**src/rtl/core/cte_pkg.sv**
```systemverilog
package cte_pkg;

    // key codes
    localparam logic [3:0] KEY_CONFIRM = 4'd10;
    localparam logic [3:0] KEY_LEFT    = 4'd11;
    localparam logic [3:0] KEY_RIGHT   = 4'd12;
    localparam logic [3:0] KEY_UP      = 4'd13;
    localparam logic [3:0] KEY_DOWN    = 4'd14;
    localparam logic [3:0] KEY_NONE    = 4'd15;
    localparam logic [3:0] KEY_DIGIT_LIMIT_HOUR_TENS = 4'd2;
    localparam logic [3:0] KEY_DIGIT_LIMIT_HOUR_UNITS = 4'd3;
    localparam logic [3:0] KEY_DIGIT_LIMIT_TENS = 4'd5;

    // cursor positions
    localparam logic [2:0] POS_HOUR_TENS  = 3'd0;
    localparam logic [2:0] POS_HOUR_UNITS = 3'd1;
    localparam logic [2:0] POS_MIN_TENS   = 3'd2;
    localparam logic [2:0] POS_MIN_UNITS  = 3'd3;
    localparam logic [2:0] POS_SEC_TENS   = 3'd4;
    localparam logic [2:0] POS_SEC_UNITS  = 3'd5;
    localparam logic [2:0] LAST_POS       = POS_SEC_UNITS;

    // field limits
    localparam logic [5:0] HOUR_MAX      = 6'd23;
    localparam logic [5:0] MINSEC_MAX    = 6'd59;
    localparam logic [5:0] HOUR_TENS_TOP = 6'd20;
    localparam logic [5:0] MINSEC_TENS_TOP = 6'd50;
    localparam logic [5:0] TEN           = 6'd10;
    localparam logic [4:0] HOURS_EDIT_MAX = 5'd29;

    typedef struct packed {
        logic       mode;
        logic [3:0] key;
        logic [7:0] load_hours_bcd;
        logic [7:0] load_minutes_bcd;
        logic [7:0] load_seconds_bcd;
    } t_req;

    typedef struct packed {
        logic [4:0] hours;
        logic [5:0] minutes;
        logic [5:0] seconds;
        logic [2:0] cursor;
    } t_state;

    typedef struct packed {
        logic [4:0] hours;
        logic [5:0] minutes;
        logic [5:0] seconds;
        logic [2:0] cursor;
        logic       commit;
        logic [7:0] hours_bcd;
        logic [7:0] minutes_bcd;
        logic [7:0] seconds_bcd;
    } t_result;

    // tens digit of a value below 64 by compare chain
    function automatic logic [2:0] tens_of(input logic [5:0] v);
        logic [2:0] t;
        if (v >= 6'd60)      t = 3'd6;
        else if (v >= 6'd50) t = 3'd5;
        else if (v >= 6'd40) t = 3'd4;
        else if (v >= 6'd30) t = 3'd3;
        else if (v >= 6'd20) t = 3'd2;
        else if (v >= 6'd10) t = 3'd1;
        else                 t = 3'd0;
        return t;
    endfunction

    function automatic logic [5:0] tens_times_ten(input logic [5:0] v);
        return 6'(6'(tens_of(v)) * TEN);
    endfunction

    function automatic logic [3:0] units_of(input logic [5:0] v);
        logic [5:0] r;
        r = v - tens_times_ten(v);
        return r[3:0];
    endfunction

    function automatic logic [7:0] to_packed(input logic [5:0] v);
        return {1'b0, tens_of(v), units_of(v)};
    endfunction

    // packed decimal byte to binary, saturated at the field limit
    function automatic logic [5:0] from_packed(input logic [7:0] b, input logic [5:0] limit);
        logic [7:0] v;
        v = 8'(8'(b[7:4]) * 8'd10) + 8'(b[3:0]);
        return (v > 8'(limit)) ? limit : v[5:0];
    endfunction

endpackage

```
**src/rtl/core/cte_if.sv**
```systemverilog
interface cte_req_if;
    import cte_pkg::*;
    logic valid;
    logic ready;
    logic       mode;
    logic [3:0] key;
    logic [7:0] load_hours_bcd;
    logic [7:0] load_minutes_bcd;
    logic [7:0] load_seconds_bcd;

    modport source (output valid, mode, key, load_hours_bcd, load_minutes_bcd,
                    load_seconds_bcd, input ready);
    modport sink (input valid, mode, key, load_hours_bcd, load_minutes_bcd,
                  load_seconds_bcd, output ready);
endinterface

interface cte_rsp_if;
    logic valid;
    logic ready;
    logic [4:0] hours;
    logic [5:0] minutes;
    logic [5:0] seconds;
    logic [2:0] cursor;
    logic       commit;
    logic [7:0] hours_bcd;
    logic [7:0] minutes_bcd;
    logic [7:0] seconds_bcd;

    modport source (output valid, hours, minutes, seconds, cursor, commit, hours_bcd,
                    minutes_bcd, seconds_bcd, input ready);
    modport sink (input valid, hours, minutes, seconds, cursor, commit, hours_bcd,
                  minutes_bcd, seconds_bcd, output ready);
endinterface

```
**src/rtl/core/clock_time_remote_key_editor.sv**
```systemverilog
// Key-driven editor for a clock's hours, minutes and seconds. Each request is
// either a load (mode 0: packed decimal time in, cursor to hour tens) or a key
// press (cursor left/right, digit up/down, digit entry, confirm). Every request
// gives one response with the edited time in binary and packed decimal, the
// cursor and a commit flag set by the confirm key. A request passes an input
// register, then combinational edit logic that updates the time registers and
// loads the response register. A new request is taken every cycle while the
// response side keeps up.
module clock_time_remote_key_editor
    import cte_pkg::*;
(
    input  logic      i_clk,
    input  logic      i_rst_n,
    cte_req_if.sink   i_req,
    cte_rsp_if.source o_rsp
);

    logic    r_in_valid;
    t_req    r_in;
    logic    r_out_valid;
    t_result r_out;
    t_state  r_state;
    t_state  n_state;
    t_result n_out;
    logic    advance;

    // the edit stage fires when the response register is free or draining
    assign advance     = r_in_valid && (!r_out_valid || o_rsp.ready);
    assign i_req.ready = !r_in_valid || advance;

    // input register
    always_ff @(posedge i_clk) begin
        if (!i_rst_n) begin
            r_in_valid <= 1'b0;
        end else if (i_req.ready) begin
            r_in_valid <= i_req.valid;
        end
    end

    always_ff @(posedge i_clk) begin
        if (i_req.ready && i_req.valid) begin
            r_in.mode             <= i_req.mode;
            r_in.key              <= i_req.key;
            r_in.load_hours_bcd   <= i_req.load_hours_bcd;
            r_in.load_minutes_bcd <= i_req.load_minutes_bcd;
            r_in.load_seconds_bcd <= i_req.load_seconds_bcd;
        end
    end

    // edit logic
    cte_edit u_edit (
        .i_req    (r_in),
        .i_state  (r_state),
        .o_state  (n_state),
        .o_result (n_out)
    );

    // time and cursor registers
    always_ff @(posedge i_clk) begin
        if (!i_rst_n) begin
            r_state <= '0;
        end else if (advance) begin
            r_state <= n_state;
        end
    end

    // response register
    always_ff @(posedge i_clk) begin
        if (!i_rst_n) begin
            r_out_valid <= 1'b0;
        end else if (advance) begin
            r_out_valid <= 1'b1;
        end else if (o_rsp.ready) begin
            r_out_valid <= 1'b0;
        end
    end

    always_ff @(posedge i_clk) begin
        if (advance) begin
            r_out <= n_out;
        end
    end

    assign o_rsp.valid       = r_out_valid;
    assign o_rsp.hours       = r_out.hours;
    assign o_rsp.minutes     = r_out.minutes;
    assign o_rsp.seconds     = r_out.seconds;
    assign o_rsp.cursor      = r_out.cursor;
    assign o_rsp.commit      = r_out.commit;
    assign o_rsp.hours_bcd   = r_out.hours_bcd;
    assign o_rsp.minutes_bcd = r_out.minutes_bcd;
    assign o_rsp.seconds_bcd = r_out.seconds_bcd;

    // cursor stays on one of the six digits
    a_cursor_range: assert property (@(posedge i_clk) disable iff (!i_rst_n)
        r_state.cursor <= LAST_POS)
        else $error("cursor out of range");

    // minutes and seconds stay below sixty, hours below thirty
    a_time_range: assert property (@(posedge i_clk) disable iff (!i_rst_n)
        r_state.minutes <= MINSEC_MAX && r_state.seconds <= MINSEC_MAX &&
        r_state.hours <= HOURS_EDIT_MAX)
        else $error("time value out of range");

    // a load puts the cursor on the hour tens
    a_load_cursor: assert property (@(posedge i_clk) disable iff (!i_rst_n)
        advance && !r_in.mode |=> r_state.cursor == POS_HOUR_TENS)
        else $error("load did not reset cursor");

    // confirm leaves the time and cursor untouched
    a_confirm_hold: assert property (@(posedge i_clk) disable iff (!i_rst_n)
        advance && r_in.mode && r_in.key == KEY_CONFIRM |=> r_state == $past(r_state))
        else $error("confirm changed the time");

endmodule

```
**src/rtl/core/cte_edit.sv**
```systemverilog
module cte_edit
    import cte_pkg::*;
(
    input  t_req    i_req,
    input  t_state  i_state,
    output t_state  o_state,
    output t_result o_result
);

    logic [5:0] hr6;
    logic [5:0] mn6;
    logic [5:0] sc6;
    logic [5:0] n_hr6;
    logic [5:0] n_mn6;
    logic [5:0] n_sc6;
    logic [2:0] n_cur;
    logic       n_commit;

    assign hr6 = {1'b0, i_state.hours};
    assign mn6 = i_state.minutes;
    assign sc6 = i_state.seconds;

    // key decode and per-digit edit rules
    always_comb begin
        n_hr6    = hr6;
        n_mn6    = mn6;
        n_sc6    = sc6;
        n_cur    = i_state.cursor;
        n_commit = 1'b0;
        if (!i_req.mode) begin
            n_hr6 = from_packed(i_req.load_hours_bcd, HOUR_MAX);
            n_mn6 = from_packed(i_req.load_minutes_bcd, MINSEC_MAX);
            n_sc6 = from_packed(i_req.load_seconds_bcd, MINSEC_MAX);
            n_cur = POS_HOUR_TENS;
        end else begin
            case (i_req.key)
                KEY_CONFIRM: n_commit = 1'b1;
                KEY_NONE: ;
                KEY_LEFT: begin
                    n_cur = (i_state.cursor == POS_HOUR_TENS || i_state.cursor > LAST_POS)
                          ? LAST_POS : 3'(i_state.cursor - 3'd1);
                end
                KEY_RIGHT: begin
                    n_cur = (i_state.cursor >= LAST_POS) ? POS_HOUR_TENS
                          : 3'(i_state.cursor + 3'd1);
                end
                KEY_UP: begin
                    case (i_state.cursor)
                        POS_HOUR_TENS:
                            n_hr6 = (hr6 >= HOUR_TENS_TOP) ? 6'(units_of(hr6)) : hr6 + TEN;
                        POS_HOUR_UNITS:
                            n_hr6 = (hr6 >= HOUR_MAX) ? 6'd0 : hr6 + 6'd1;
                        POS_MIN_TENS:
                            n_mn6 = (mn6 >= MINSEC_TENS_TOP) ? 6'(units_of(mn6)) : mn6 + TEN;
                        POS_MIN_UNITS:
                            n_mn6 = (mn6 >= MINSEC_MAX) ? 6'd0 : mn6 + 6'd1;
                        POS_SEC_TENS:
                            n_sc6 = (sc6 >= MINSEC_TENS_TOP) ? 6'(units_of(sc6)) : sc6 + TEN;
                        POS_SEC_UNITS:
                            n_sc6 = (sc6 >= MINSEC_MAX) ? 6'd0 : sc6 + 6'd1;
                        default: ;
                    endcase
                end
                KEY_DOWN: begin
                    case (i_state.cursor)
                        POS_HOUR_TENS:  n_hr6 = (hr6 <= TEN) ? HOUR_MAX : hr6 - TEN;
                        POS_HOUR_UNITS: n_hr6 = (hr6 == 6'd0) ? HOUR_MAX : hr6 - 6'd1;
                        POS_MIN_TENS:   n_mn6 = (mn6 <= TEN) ? MINSEC_MAX : mn6 - TEN;
                        POS_MIN_UNITS:  n_mn6 = (mn6 == 6'd0) ? MINSEC_MAX : mn6 - 6'd1;
                        POS_SEC_TENS:   n_sc6 = (sc6 <= TEN) ? MINSEC_MAX : sc6 - TEN;
                        POS_SEC_UNITS:  n_sc6 = (sc6 == 6'd0) ? MINSEC_MAX : sc6 - 6'd1;
                        default: ;
                    endcase
                end
                default: begin
                    // digit keys 0 to 9
                    case (i_state.cursor)
                        POS_HOUR_TENS: begin
                            if (i_req.key <= KEY_DIGIT_LIMIT_HOUR_TENS)
                                n_hr6 = 6'(6'(i_req.key) * TEN) + 6'(units_of(hr6));
                        end
                        POS_HOUR_UNITS: begin
                            if (hr6 < HOUR_TENS_TOP || i_req.key <= KEY_DIGIT_LIMIT_HOUR_UNITS)
                                n_hr6 = tens_times_ten(hr6) + 6'(i_req.key);
                        end
                        POS_MIN_TENS: begin
                            if (i_req.key <= KEY_DIGIT_LIMIT_TENS)
                                n_mn6 = 6'(6'(i_req.key) * TEN) + 6'(units_of(mn6));
                        end
                        POS_MIN_UNITS: n_mn6 = tens_times_ten(mn6) + 6'(i_req.key);
                        POS_SEC_TENS: begin
                            if (i_req.key <= KEY_DIGIT_LIMIT_TENS)
                                n_sc6 = 6'(6'(i_req.key) * TEN) + 6'(units_of(sc6));
                        end
                        POS_SEC_UNITS: n_sc6 = tens_times_ten(sc6) + 6'(i_req.key);
                        default: ;
                    endcase
                end
            endcase
        end
    end

    // next state and result record
    always_comb begin
        o_state.hours   = n_hr6[4:0];
        o_state.minutes = n_mn6;
        o_state.seconds = n_sc6;
        o_state.cursor  = n_cur;

        o_result.hours       = n_hr6[4:0];
        o_result.minutes     = n_mn6;
        o_result.seconds     = n_sc6;
        o_result.cursor      = n_cur;
        o_result.commit      = n_commit;
        o_result.hours_bcd   = to_packed({1'b0, n_hr6[4:0]});
        o_result.minutes_bcd = to_packed(n_mn6);
        o_result.seconds_bcd = to_packed(n_sc6);
    end

endmodule
```
**src/flat_wrapper.sv**
```systemverilog
// flat-port wrapper written by rule: the top's interface ports become plain ports
module clock_time_remote_key_editor_flat import cte_pkg::*;
  (i_clk, i_rst_n, i_req_valid, i_req_mode, i_req_key, i_req_load_hours_bcd, i_req_load_minutes_bcd, i_req_load_seconds_bcd, i_req_ready, o_rsp_valid, o_rsp_hours, o_rsp_minutes, o_rsp_seconds, o_rsp_cursor, o_rsp_commit, o_rsp_hours_bcd, o_rsp_minutes_bcd, o_rsp_seconds_bcd, o_rsp_ready);
  cte_req_if i_req_i ();
  cte_rsp_if o_rsp_i ();
  input  logic i_clk;
  input  logic i_rst_n;
  input wire logic [$bits(i_req_i.valid)-1:0] i_req_valid;
  input wire logic [$bits(i_req_i.mode)-1:0] i_req_mode;
  input wire logic [$bits(i_req_i.key)-1:0] i_req_key;
  input wire logic [$bits(i_req_i.load_hours_bcd)-1:0] i_req_load_hours_bcd;
  input wire logic [$bits(i_req_i.load_minutes_bcd)-1:0] i_req_load_minutes_bcd;
  input wire logic [$bits(i_req_i.load_seconds_bcd)-1:0] i_req_load_seconds_bcd;
  output wire logic [$bits(i_req_i.ready)-1:0] i_req_ready;
  output wire logic [$bits(o_rsp_i.valid)-1:0] o_rsp_valid;
  output wire logic [$bits(o_rsp_i.hours)-1:0] o_rsp_hours;
  output wire logic [$bits(o_rsp_i.minutes)-1:0] o_rsp_minutes;
  output wire logic [$bits(o_rsp_i.seconds)-1:0] o_rsp_seconds;
  output wire logic [$bits(o_rsp_i.cursor)-1:0] o_rsp_cursor;
  output wire logic [$bits(o_rsp_i.commit)-1:0] o_rsp_commit;
  output wire logic [$bits(o_rsp_i.hours_bcd)-1:0] o_rsp_hours_bcd;
  output wire logic [$bits(o_rsp_i.minutes_bcd)-1:0] o_rsp_minutes_bcd;
  output wire logic [$bits(o_rsp_i.seconds_bcd)-1:0] o_rsp_seconds_bcd;
  input wire logic [$bits(o_rsp_i.ready)-1:0] o_rsp_ready;
  assign i_req_i.valid = i_req_valid;
  assign i_req_i.mode = i_req_mode;
  assign i_req_i.key = i_req_key;
  assign i_req_i.load_hours_bcd = i_req_load_hours_bcd;
  assign i_req_i.load_minutes_bcd = i_req_load_minutes_bcd;
  assign i_req_i.load_seconds_bcd = i_req_load_seconds_bcd;
  assign i_req_ready = i_req_i.ready;
  assign o_rsp_valid = o_rsp_i.valid;
  assign o_rsp_hours = o_rsp_i.hours;
  assign o_rsp_minutes = o_rsp_i.minutes;
  assign o_rsp_seconds = o_rsp_i.seconds;
  assign o_rsp_cursor = o_rsp_i.cursor;
  assign o_rsp_commit = o_rsp_i.commit;
  assign o_rsp_hours_bcd = o_rsp_i.hours_bcd;
  assign o_rsp_minutes_bcd = o_rsp_i.minutes_bcd;
  assign o_rsp_seconds_bcd = o_rsp_i.seconds_bcd;
  assign o_rsp_i.ready = o_rsp_ready;
  clock_time_remote_key_editor u_core (.i_clk(i_clk), .i_rst_n(i_rst_n), .i_req(i_req_i), .o_rsp(o_rsp_i));
endmodule
```
**config.mk**
```make
export PLATFORM = sky130hd
export DESIGN_NAME = clock_time_remote_key_editor_flat
export DESIGN_NICKNAME = d
export VERILOG_FILES = /design/src/rtl/core/cte_pkg.sv /design/src/rtl/core/cte_if.sv /design/src/rtl/core/clock_time_remote_key_editor.sv /design/src/rtl/core/cte_edit.sv /design/src/flat_wrapper.sv
export SDC_FILE = /design/constraint.sdc
export NUM_CORES = 1
export LEC_CHECK = 0
export BUFFER_PORTS_ARGS = -buffer_cell sky130_fd_sc_hd__buf_2
export CORE_ASPECT_RATIO = 0.5
export CORE_MARGIN = 2
export CORE_UTILIZATION = 40
export DETAILED_ROUTE_END_ITERATION = 10
export HOLD_SLACK_MARGIN = 0.05
export MAX_ROUTING_LAYER = met4
export PLACE_DENSITY_LB_ADDON = 0.25
export SETUP_SLACK_MARGIN = 0.4
export SLEW_MARGIN = 20
export SYNTH_ARGS = -nofsm -noshare
export SYNTH_HDL_FRONTEND = slang
export SYNTH_SLANG_ARGS = --single-unit
```
**constraint.sdc**
```tcl
create_clock -name i_clk -period 6.97 [get_ports i_clk]
set_input_delay 1.394 -clock i_clk [delete_from_list [all_inputs] [get_ports i_clk]]
set_output_delay 1.394 -clock i_clk [all_outputs]
set_load 0.01 [all_outputs]
```
==> metrics list, run 1 <==
* Outcome: finished, final reports clean
- Number of antenna violations at the first check in global routing: 0
- After clock tree synthesis, the clock-pin slew on the worst setup and hold paths is 0.07 ns.
- Static leakage: 0.00370 uW
- At the placement stage, the worst setup path has a slack of 1.10 ns.
* Final critical-path share of the clock period: 0.858
- After clock tree synthesis, the repair step resized 0 gates.
* Residual DRC count: 0
* Synth Warn #: 0
- Static timing analysis puts the maximum clock frequency at 167 MHz.
* Final weighted congestion in routability-driven placement: 0.981
- DP HPWL: 18.2 mm
* Worst hold slack: 0.529 ns
* Pwr Total: 1760 uW
- The number of clock buffers added by TritonCTS is 9.
- Port Buffer Count: 75
- For this block, the initial DRC count from the detailed router was 723.
* Count of unique library cells instantiated by Yosys: 93
* Final setup slack of the worst path: 0.990 ns
- In this run the count of I/O pins placed on the die edge is 80.
* Register-to-Register Path Depth: 22
- The worst hold path belongs to the class flip-flop to flip-flop.
- The floorplan step set the die width to 210 microns.
* Sink of the worst hold path: u_core.o_rsp.valid$_SDFFE_PN0P_
* Crit Path Class: flip-flop to flip-flop
* Initial core utilization: 0.410
- Detailed Routing Iterations Pass 1: 5
* Clock tree from TritonCTS: done
* Least-Margin Pin Slew: 0.922 ns
- Tracing the worst setup path back leads to its startpoint at u_core.r_state[5]$_SDFFE_PN0P_.
- A synthesized cell averages 8.82 sq um.
* Hold-fix buffer count after cts: 0
- Overall routed net length: 24.4 mm
- Endpoint of the worst-slack reg-to-reg timing path: u_core.o_rsp.seconds_bcd[3]$_DFFE_PP_
- Setup total negative slack on the finished layout was measured at 0 ns.
* Cells along the critical path: inv_2 > ha_1 > nor3b_1 > nor4_1 > or4_1 > o21ai_0 > ha_1 > fa_1 > fa_1 > nor2b_1 > nor4_1 > a2111oi_0 > a21oi_2 > o31ai_4 > inv_2 > nor3_2 > nand2b_1 > o221a_2 > ha_1 > inv_1 > fa_1 > xor2_1
* Number of register bits inferred by synthesis: 89
- Synthesis-to-finish area growth: 9.39%
- The commonest cells after synthesis are 85 x sky130_fd_sc_hd__nand2_1, 78 x sky130_fd_sc_hd__ha_1, 69 x sky130_fd_sc_hd__a21oi_1, 67 x sky130_fd_sc_hd__edfxtp_1, 64 x sky130_fd_sc_hd__inv_1.
- The via count of the first global-routing pass is 7231.
- In this run the post-CTS setup repair buffer count came out at 0.
* Number of synthesized flops with an enable pin: 67
- After detailed routing, the number of vias per cell comes to 5.91.
* Power per cell area: 190 nW/um^2
- Die Area: 22400 sq um
- Sequential-to-total area share from yosys stat: 0.289
- Top_reg_cell synth: sky130_fd_sc_hd__edfxtp_1
* Worst setup SP type: flip-flop
- Amount of wire on met2 after detailed routing: 10.4 mm
- Post-route minimum period: 5.98 ns
- Measured against its own limit, the worst slew margin works out to 0.385.
- Core Footprint: 20600 sq um
* Cell taking the most area after synthesis: sky130_fd_sc_hd__edfxtp_1
- The longest clock path from root to sink contains 2 buffers.
* Routed Antenna Nets: 0
- Total routed wire length on the met1 layer: 11.5 mm
- Required time reported for the critical path endpoint: 7.08 ns
- Cell depth of the worst hold path: 1
* WL/cell: 19.1 microns
- Share of post-route cells with drive strength above 1: 0.132
* Fin nets: 1128
- Kind of capture point of the worst setup path: flip-flop
* Sink count of the clock tree: 89
* Maximum number of pins on one net before global-route repair: 31
- sky130_fd_sc_hd__nand2_1 is the most common cell in the netlist.
- At the end of the flow the core is filled with cells to 0.449.
- Critical path fanouts, max: 17
- The H-tree was split into 3 levels.
* Worst stage delay on the critical path: 0.49 ns
- Die height: 107 microns
- Hold violation count in the final report: 0
* Min-delay src: u_core.r_in_valid$_SDFFE_PN0N_
* Syn Std Cell Area: 8470 sq um
- Largest voltage drop on the vdd net: 0.130 mV
- Number of endpoints failing setup at the final stage: 0
- RSZ-0062 raised after global routing: false
- Counting every instance in the synthesized netlist gives 960.
- Wire segments on met3 add up to 1.92 mm in the final route.
* Maximum clock skew at final layout: 0.0105 ns
* Global-route usage over all layers: 0.231
- 0 antenna diodes ended up in the layout.
- Residual overflow from global routing: 0
- The later pin in the worst-skew pair is clocked with a latency of 0.37 ns.
* Share of the synthesized area in the top cell type: 0.237
* Global-route wire length before repair: 39.2 mm
* Total number of placement rows: 37
- Uppermost routed layer: met4
* Critical-path top delay cell: sky130_fd_sc_hd__or4_1
- Synth area leaders: sky130_fd_sc_hd__edfxtp_1 24%, sky130_fd_sc_hd__ha_1 12%, sky130_fd_sc_hd__dfxtp_1 5.2%
* Worst reg2reg startpoint: u_core.r_state[5]$_SDFFE_PN0P_
* Worst reg2reg setup slack: 0.99 ns
* Pins over their slew limit: 0
- For this run, asynchronously set or reset flops after synthesis account for 0.
- Max-cap violations in this run came to 0.
- The routed layout has 7549 vias.
- Clock tree synthesis selected as its root buffer the cell sky130_fd_sc_hd__clkbuf_16.
* Arrival time of the worst setup path: 6.09 ns
logic make-up after synthesis:
family | count (synthesis) | synth area share
AOI/OAI and AO/OA | 308 | 0.249
and+or+nand+nor | 274 | 0.167
buffers and inverters | 129 | 0.0672
adders and majority gates | 100 | 0.163
DFF | 89 | 0.289
xor gates and xnor gates | 47 | 0.0504
muxes | 12 | 0.0145
other | 1 | 0.000443
critical path, delay by kind of cell (launching register included):
kind	cells	cell delay (ns)
DFF	1	0.48
buffers and inverters	3	0.43
and+or+nand+nor	7	1.49
xor gates and xnor gates	1	0.16
AOI/OAI and AO/OA	5	1.19
adders and majority gates	6	1.97
flip-flops by register name, indices dropped and copies added (netlist names):
name	cells
u_core.r_in	29
u_core.r_state	20
u_core.o_rsp.minutes	6
u_core.o_rsp.minutes_bcd	6
u_core.o_rsp.seconds	6
u_core.o_rsp.seconds_bcd	6
u_core.o_rsp.hours	5
u_core.o_rsp.hours_bcd	5
u_core.o_rsp.cursor	3
u_core.o_rsp.commit	1
u_core.o_rsp.valid	1
u_core.r_in_valid	1
worst max-delay path by stage:
stage,to,slack (ns)
2_1_floorplan,u_core.o_rsp.minutes_bcd[3]$_DFFE_PP_,1.70
3_3_place_gp,u_core.o_rsp.minutes_bcd[3]$_DFFE_PP_,1.30
3_5_place_dp,u_core.o_rsp.seconds_bcd[3]$_DFFE_PP_,1.10
4_1_cts,u_core.o_rsp.seconds_bcd[3]$_DFFE_PP_,1.06
5_1_grt,u_core.o_rsp.seconds_bcd[2]$_DFFE_PP_,0.55
6_report,u_core.o_rsp.seconds_bcd[3]$_DFFE_PP_,0.99
layout by cell type, fill, tap and decap left out, drive strengths merged, types with 5 or more instances in the layout:
cell / synthesis / final
clkbuf: 23 / 9
a21boi: 12 / 12
nor3b: 5 / 5
nor2b: 19 / 19
and2: 16 / 16
buf: 37 / 85
a31oi: 17 / 17
mux2i: 10 / 10
a221oi: 10 / 10
nor2: 50 / 50
a21oi: 73 / 73
xnor2: 32 / 32
dfxtp: 22 / 22
edfxtp: 67 / 67
nand4: 7 / 7
or3: 8 / 8
nand3: 20 / 20
o21ai: 68 / 68
a211o: 9 / 9
xor2: 14 / 14
a211oi: 12 / 12
and3: 7 / 7
nand2b: 9 / 9
nor4: 9 / 9
fa: 18 / 18
o211ai: 14 / 14
o21a: 10 / 10
o22ai: 6 / 6
ha: 78 / 78
nand2: 87 / 87
a21o: 17 / 17
o2111ai: 6 / 6
inv: 68 / 71
nor3: 19 / 19
nand3b: 5 / 5
o221ai: 7 / 7
routing by layer:
layer / GRT usage / vias to the layer above
met5: - / -
met1: 0.321 / 3589
met2: 0.340 / 292
met4: 0.0704 / 0
li1: - / 3625
met3: 0.0454 / 43
power breakdown:
group	internal, uW	switching (uW)	leakage [uW]
sequential	627	41.9	0.000819
combinational	237	351	0.00274
clock	281	223	0.000147
total	1150	616	0.00370
layout make-up:
cell class / count / area (sq um)
well taps: 273 / 342
inverters: 69 / 259
repair buffers: 85 / 450
clock buffers: 9 / 225
clock inverters: 7 / 77.6
multi-input cells: 745 / 5460
flip-flops and latches: 89 / 2450
fillers: 2016 / 11400
per-stage QoR:
stage | cell area, sq um | std cells
2_1_floorplan | 8480 | 963
3_3_place_gp | 8960 | 1261
3_5_place_dp | 8960 | 1261
4_1_cts | 9270 | 1277
5_1_grt | 9270 | 1277
6_report | 9270 | 1277
Power figures use the tool's default switching activity.
==> run 2, diff against run 1 <==
REMOVE_ABC_BUFFERS = 1   (was not set)
==> metrics list, run 2 (same netlist as run 1, synthesis figures left out) <==
- Outcome: finished, final reports clean (unchanged).
- Arrival time of the worst setup path: 6.15 ns (was 6.09 ns)
* Residual DRC count: 0 (unchanged)
- The total wire length after detailed routing was 25.1 mm (was 24.4 mm).
- Fill cell count: 2021 (was 2016)
- The sequential cell fraction of total power came to 0.386 (was 0.380).
- Largest voltage drop on the vdd net: 0.167 mV (was 0.130 mV)
* CTS max path bufs: 2 (unchanged)
- Clock tree from TritonCTS: done (unchanged)
- Switching Fraction: 0.360 (was 0.350)
- The via count of the first global-routing pass is 7279 (was 7231).
- The global-route wire length before repair was 40.2 mm (was 39.2 mm).
- The final worst setup slack was 0.945 ns (was 0.990 ns).
* Share of post-route cells with drive strength above 1: 0.132 (about the same)
- Share of total power in the clock network: 0.269 (was 0.287)
- The tightest hold margin was 0.523 ns (was 0.529 ns).
- Hold violation count in the final report: 0 (unchanged)
- Critical path fanouts, max: 13 (was 17)
- Number of vias per cell after detailed routing: 5.94 (was 5.91)
- Power per cell area: 187 nW/um^2 (was 190 nW/um^2)
- The highest clock rate was 166 MHz (was 167 MHz).
- Die Width: 210 microns (unchanged)
- Die Area: 22400 sq um (unchanged)
* Required time reported for the critical path endpoint: 7.09 ns (was 7.08 ns)
* I/O pin cnt: 80 (unchanged)
- Post-route minimum period: 6.03 ns (was 5.98 ns)
- The worst-case headroom to the max-slew limit came to 0.317 (was 0.385).
* Global-route usage over all layers: 0.238 (was 0.231)
- The number of pins with negative max-slew slack in the final report came to 0 (unchanged).
* Final weighted congestion in routability-driven placement: 0.984 (was 0.981)
* Post-Place Setup Slack: 1.06 ns (was 1.10 ns)
- Detailed Routing Iterations Pass 1: 6 (was 5)
* Cell chosen for the clock root: sky130_fd_sc_hd__clkbuf_16 (unchanged)
- Core utilization of the finished layout: 0.448 (was 0.449)
- The number of buffers created by CTS came to 9 (unchanged).
- Final Instance Area: 9250 sq um (was 9270 sq um)
- Worst setup SP type: flip-flop (unchanged)
- Number of endpoints failing setup at the final stage: 0 (unchanged)
- H-tree depth: 3 (unchanged)
- Register-to-Register Path Depth: 20 (was 22)
- The number of flip-flops in the largest register was 29 (unchanged).
- The worst-skew pair later-pin latency came to 0.38 ns (was 0.37 ns).
- The setup fix buffers added after clock tree synthesis was 0 (unchanged).
- The effective utilization at floorplan was 0.410 (unchanged).
* Regs by FF count: u_core.r_in x29, u_core.r_state x20 (unchanged)
* Maximum clock skew at final layout: 0.00746 ns (was 0.0105 ns)
- The growth of design area from synthesis to finish is 9.20% (was 9.39%).
- The max capacitance violation total was 0 (unchanged).
- DP HPWL: 18.5 mm (was 18.2 mm)
- The initial antenna violation count was 1 (was 0).
- The instance area at placement was 8980 sq um (was 8960 sq um).
- Part of the total power dissipated in combinational logic: 0.345 (was 0.334)
* Number of DRC markers after the initial detailed-route iteration: 954 (was 723)
* Cell depth of the worst hold path: 1 (unchanged)
- The actual transition at the worst max-transition pin was 1.02 ns (was 0.922 ns).
- The total of hold buffers inserted after clock tree synthesis came to 0 (unchanged).
- Leading cell type in the layout, fill and taps excluded: sky130_fd_sc_hd__nand2_1 (unchanged)
- The die height was 107 microns (unchanged).
* Clock slew at reported path FFs: 0.07 ns (about the same)
- Register with the most flip-flops: u_core.r_in (unchanged)
- The net count of the finished layout is 1130 (was 1128).
* WL/cell: 19.6 microns (was 19.1 microns)
* Switching power summed over all nets: 622 uW (was 616 uW)
* Residual overflow from global routing: 0 (unchanged)
- RSZ-0062 raised after global routing: false (unchanged)
* Resize count post-CTS: 0 (unchanged)
- Setup TNS: 0 ns (unchanged)
- Static leakage: 0.00369 uW (was 0.00370 uW)
* Port Buffer Count: 75 (unchanged)
- Most frequent cells in the layout: 85 x sky130_fd_sc_hd__nand2_1, 78 x sky130_fd_sc_hd__ha_1, 75 x sky130_fd_sc_hd__buf_2, 69 x sky130_fd_sc_hd__a21oi_1, 67 x sky130_fd_sc_hd__edfxtp_1 (unchanged)
* Maximum number of pins on one net before global-route repair: 38 (was 31)
* Sink count of the clock tree: 89 (unchanged)
- The final cycle utilization of the critical path came to 0.864 (was 0.858).
- Crit Path Class: flip-flop to flip-flop (unchanged)
- Kind of capture point of the worst setup path: flip-flop (unchanged)
* Total number of placement rows: 37 (unchanged)
- The number of vias in the routed layout was 7609 (was 7549).
* Routed Antenna Nets: 0 (unchanged)
- Internal power summed over all cells: 1110 uW (was 1150 uW)
- The class of the tightest hold or removal check is flip-flop to flip-flop (unchanged).
- Core Footprint: 20600 sq um (unchanged)
run 2: cell count changes in the layout (fill, tap and decap cells not counted):
cell,change
sky130_fd_sc_hd__clkinv_2,+1
sky130_fd_sc_hd__diode_2,+2
sky130_fd_sc_hd__clkinvlp_4,+1
sky130_fd_sc_hd__buf_4,+2
sky130_fd_sc_hd__inv_6,-3
sky130_fd_sc_hd__clkbuf_1,+2
sky130_fd_sc_hd__bufinv_16,-1
run 2: final cells by class:
type / instances / area (sq um) / share of cell area
Inverter: 69 / 259 / 0.0280
Clock inverter: 5 / 33.8 / 0.00365
Sequential cell: 89 / 2450 / 0.265
Tap cell: 273 / 342 / 0.0369
Clock buffer: 11 / 233 / 0.0252
Multi-Input combinational cell: 745 / 5460 / 0.590
Timing Repair Buffer: 87 / 465 / 0.0503
Antenna cell: 2 / 5.00 / 0.000541
run 2: critical path: stages (launching register included):
cell	delay, ns
sky130_fd_sc_hd__dfxtp_1	0.66
sky130_fd_sc_hd__ha_1	0.38
sky130_fd_sc_hd__a22oi_1	0.13
sky130_fd_sc_hd__o211ai_1	0.21
sky130_fd_sc_hd__o221ai_1	0.14
sky130_fd_sc_hd__o21ai_0	0.51
sky130_fd_sc_hd__ha_1	0.37
sky130_fd_sc_hd__xnor2_1	0.37
sky130_fd_sc_hd__xnor2_1	0.20
sky130_fd_sc_hd__ha_1	0.30
sky130_fd_sc_hd__xor2_1	0.17
sky130_fd_sc_hd__a221o_1	0.32
sky130_fd_sc_hd__a21oi_1	0.19
sky130_fd_sc_hd__a211o_1	0.28
sky130_fd_sc_hd__inv_1	0.16
sky130_fd_sc_hd__or3_1	0.34
sky130_fd_sc_hd__mux2i_1	0.16
sky130_fd_sc_hd__a21oi_1	0.09
sky130_fd_sc_hd__ha_1	0.25
sky130_fd_sc_hd__fa_1	0.38
sky130_fd_sc_hd__xor2_1	0.16
run 2: power groups by stage:
stage | sequential, uW | combinational, uW | clock, uW
detailed placement | 678 | 588 | 0
finish | 666 | 596 | 465
global placement | 677 | 577 | 0
global route | 671 | 667 | 498
CTS | 666 | 591 | 484
floorplan | 687 | 404 | 0
run 2: through the flow:
step,cells,total power [uW]
after global routing,1280,1840
after CTS,1279,1740
after detailed placement,1263,1270
final,1281,1730
after floorplan,903,1090
after global placement,1263,1250
run 2: metal layers:
| layer | track usage | vias to the layer above | part of all wire |
|---|---|---|---|
| met3 | 0.0583 | 18 | 0.080 |
| met2 | 0.341 | 290 | 0.41 |
| met5 | - | - | 0 |
| met1 | 0.337 | 3667 | 0.49 |
| met4 | 0.0593 | 0 | 0.012 |
| li1 | - | 3634 | - |
run 2: path summary, 6_finish.rpt:
| check | endpoint | slack (ns) | startpoint |
|---|---|---|---|
| hold reg to reg | u_core.o_rsp.valid$_SDFFE_PN0P_ | 0.52 | u_core.r_in_valid$_SDFFE_PN0N_ |
| setup reg to reg | u_core.o_rsp.minutes_bcd[3]$_DFFE_PP_ | 0.94 | u_core.r_state[10]$_SDFFE_PN0P_ |
| setup / recovery | u_core.o_rsp.minutes_bcd[3]$_DFFE_PP_ | 0.94 | u_core.r_state[10]$_SDFFE_PN0P_ |
| hold / removal | u_core.o_rsp.valid$_SDFFE_PN0P_ | 0.52 | u_core.r_in_valid$_SDFFE_PN0N_ |
==> run 3, diff against run 2 <==
CELL_PAD_IN_SITES_DETAIL_PLACEMENT = 2   (was not set)
CELL_PAD_IN_SITES_GLOBAL_PLACEMENT = 2   (was not set)
CORE_UTILIZATION = 38   (was 40)
SLEW_MARGIN = not set   (was 20)
==> metrics list, run 3 (same netlist as run 1, synthesis figures left out) <==
- The cell area power density came to 196 nW/um^2 (was 187 nW/um^2).
- The instance area at placement came to 9010 sq um (was 8980 sq um).
- The number of DRC violations after detailed-routing iteration 0 is 524 (was 954).
* Flip-flop count of the largest register, all copies and words added: 29 (unchanged)
- The per-cell via count in the routed design is 6.00 (was 5.94).
- Worst stage delay on the critical path: 0.52 ns (was 0.66 ns)
- Cells along the critical path: inv_2 > ha_1 > nor3b_1 > nor4_1 > or4_1 > o21ai_0 > ha_1 > fa_1 > fa_1 > nor2b_1 > nor4_1 > a2111oi_1 > a21oi_2 > o31ai_4 > inv_2 > nor3_2 > nand2b_1 > o221a_2 > ha_1 > inv_1 > fa_1 > xor2_1 (was ha_1 > a22oi_1 > o211ai_1 > o221ai_1 > o21ai_0 > ha_1 > xnor2_1 > xnor2_1 > ha_1 > xor2_1 > a221o_1 > a21oi_1 > a211o_1 > inv_1 > or3_1 > mux2i_1 > a21oi_1 > ha_1 > fa_1 > xor2_1)
* Required time reported for the critical path endpoint: 7.10 ns (was 7.09 ns)
- Global-route usage over all layers: 0.278 (was 0.238)
* Die Width: 215 microns (was 210 microns)
- Fill cell count: 2461 (was 2021)
- Final critical-path share of the clock period: 0.888 (was 0.864)
* Global-route wire length before repair: 48.6 mm (was 40.2 mm)
* Core Footprint: 21800 sq um (was 20600 sq um)
- The detailed-router iteration count before antenna repair is 7 (was 6).
- The cell-internal power was 1150 uW (was 1110 uW).
- Class of the most critical hold timing path: flip-flop to flip-flop (unchanged)
* Hold violation count in the final report: 0 (unchanged)
- Static leakage: 0.00370 uW (was 0.00369 uW)
* Achievable Freq: 162 MHz (was 166 MHz)
- The count of unresolved DRC violations after routing is 0 (unchanged).
- The share of layout cells above drive strength 1 is 0.131 (was 0.132).
- The family of cells with the greatest summed delay on the critical path was adder cells (was compound AO/OA/AOI/OAI gates).
- Post-route minimum period: 6.19 ns (was 6.03 ns)
- Port Buffer Count: 75 (unchanged)
* Fin nets: 1129 (was 1130)
- The growth of design area from synthesis to finish came to 9.81% (was 9.20%).
- The element type at the critical path start is a flip-flop (unchanged).
- The clock tree root driver cell is sky130_fd_sc_hd__clkbuf_16 (unchanged).
- Final weighted congestion in routability-driven placement: 0.933 (was 0.984)
* Arrival time of the worst setup path: 6.32 ns (was 6.15 ns)
- CTS max path bufs: 2 (unchanged)
- The CTS tree is done (unchanged).
* Routed Antenna Nets: 0 (unchanged)
* Maximum clock skew at final layout: 0.0154 ns (was 0.00746 ns)
- Setup Buffers After CTS: 0 (unchanged)
- Crit Path Class: flip-flop to flip-flop (unchanged)
- The total wire length after detailed routing came to 31.0 mm (was 25.1 mm).
- The wire length per cell after detailed routing came to 23.7 microns (was 19.6 microns).
- The maximum fanout along the worst path is 17 (was 13).
* I/O pin cnt: 80 (unchanged)
* Share of total power in the clock network: 0.284 (was 0.269)
* Pins over their slew limit: 0 (unchanged)
* H-tree depth: 3 (unchanged)
- Residual overflow from global routing: 0 (unchanged)
- Kind of capture point of the worst setup path: flip-flop (unchanged)
* Cts bufs inserted: 9 (unchanged)
* Outcome: finished, final reports clean (unchanged)
- Leading cell type in the layout, fill and taps excluded: sky130_fd_sc_hd__nand2_1 (unchanged)
* Detailed-route via count: 7835 (was 7609)
* Buffer and inverter count on the worst path: 3 (was 1)
- The final sum of negative setup slack came to 0 ns (unchanged).
* RSZ-0062 raised after global routing: false (unchanged)
- Largest voltage drop on the vdd net: 0.197 mV (was 0.167 mV)
- Resize count post-CTS: 0 (unchanged)
- The number of diodes added for antenna fixing is 0 (was 2).
- The share of the core filled with cells is 0.427 (was 0.448).
* Worst-skew pair later-pin latency: 0.39 ns (was 0.38 ns)
- Switching Fraction: 0.370 (was 0.360)
* Sink count of the clock tree: 89 (unchanged)
- The max capacitance violation total came to 0 (unchanged).
* Most frequent cells in the layout: 85 x sky130_fd_sc_hd__nand2_1, 78 x sky130_fd_sc_hd__ha_1, 75 x sky130_fd_sc_hd__buf_2, 69 x sky130_fd_sc_hd__a21oi_1, 67 x sky130_fd_sc_hd__edfxtp_1 (unchanged)
* Number of endpoints failing setup at the final stage: 0 (unchanged)
- The clock edge transition at the registers on the reported setup and hold paths is 0.08 ns (was 0.07 ns).
* Number of global-route vias before repair: 8309 (was 7279)
- Die Area: 23600 sq um (was 22400 sq um)
* Pwr Total: 1820 uW (was 1730 uW)
- Regs by FF count: u_core.r_in x29, u_core.r_state x20 (unchanged)
- Critical-path top delay cell: sky130_fd_sc_hd__or4_1 (was sky130_fd_sc_hd__dfxtp_1)
* Number of antenna violations at the first check in global routing: 1 (unchanged)
- The sequential cell fraction of total power came to 0.370 (was 0.386).
- Total number of placement rows: 38 (was 37)
* Register with the most flip-flops: u_core.r_in (unchanged)
- Least-Margin Pin Slew: 0.966 ns (was 1.02 ns)
* Part of the total power dissipated in combinational logic: 0.346 (was 0.345)
- The pin count of the biggest net entering global routing is 36 (was 38).
- Relative slew slack: 0.356 (was 0.317)
- Final Instance Area: 9300 sq um (was 9250 sq um)
- Die height: 110 microns (was 107 microns)
- The switching power summed over all nets came to 675 uW (was 622 uW).
- Hold-fix buffer count after cts: 0 (unchanged)
- DP HPWL: 23.5 mm (was 18.5 mm)
- Initial core utilization: 0.389 (was 0.410)
[run 3: power groups by stage]
stage / combinational (uW) / sequential (uW) / clock (uW)
final: 631 / 674 / 517
after global placement: 580 / 681 / 0
after CTS: 629 / 674 / 531
after global routing: 701 / 680 / 547
after floorplan: 404 / 687 / 0
after detailed placement: 621 / 685 / 0
[run 3: area by class of cell]
| cell class | count | area [sq um] | share of cell area |
|---|---|---|---|
| multi-input combinational | 745 | 5460 | 0.587 |
| sequential | 89 | 2450 | 0.264 |
| timing repair buffer | 86 | 458 | 0.0492 |
| tap | 300 | 375 | 0.0403 |
| inverter | 69 | 259 | 0.0278 |
| clock buffer | 10 | 229 | 0.0246 |
| clock inverter | 6 | 66.3 | 0.00713 |
[run 3: worst paths after layout]
check,slack [ns],cells past startpoint,startpoint,to
setup / recovery,0.78,22,u_core.r_state[5]$_SDFFE_PN0P_,u_core.o_rsp.seconds_bcd[3]$_DFFE_PP_
hold reg to reg,0.53,1,u_core.r_in_valid$_SDFFE_PN0N_,u_core.o_rsp.valid$_SDFFE_PN0P_
setup reg to reg,0.78,22,u_core.r_state[5]$_SDFFE_PN0P_,u_core.o_rsp.seconds_bcd[3]$_DFFE_PP_
hold / removal,0.53,1,u_core.r_in_valid$_SDFFE_PN0N_,u_core.o_rsp.valid$_SDFFE_PN0P_
[run 3: stage by stage]
stage	instances	hold slack [ns]	setup WS, ns
6_report	1305	0.528	0.779
5_1_grt	1305	0.556	0.453
4_1_cts	1305	0.531	0.717
3_5_place_dp	1289	0.515	0.739
3_3_place_gp	1289	0.508	1.23
2_1_floorplan	903	0.485	1.59
[run 3: per-layer routing]
layer / share of wire / track usage / vias up
met5: 0 / - / -
met4: 0.016 / 0.0700 / 0
met3: 0.051 / 0.0595 / 41
met2: 0.48 / 0.466 / 214
met1: 0.46 / 0.346 / 3959
li1: - / - / 3621
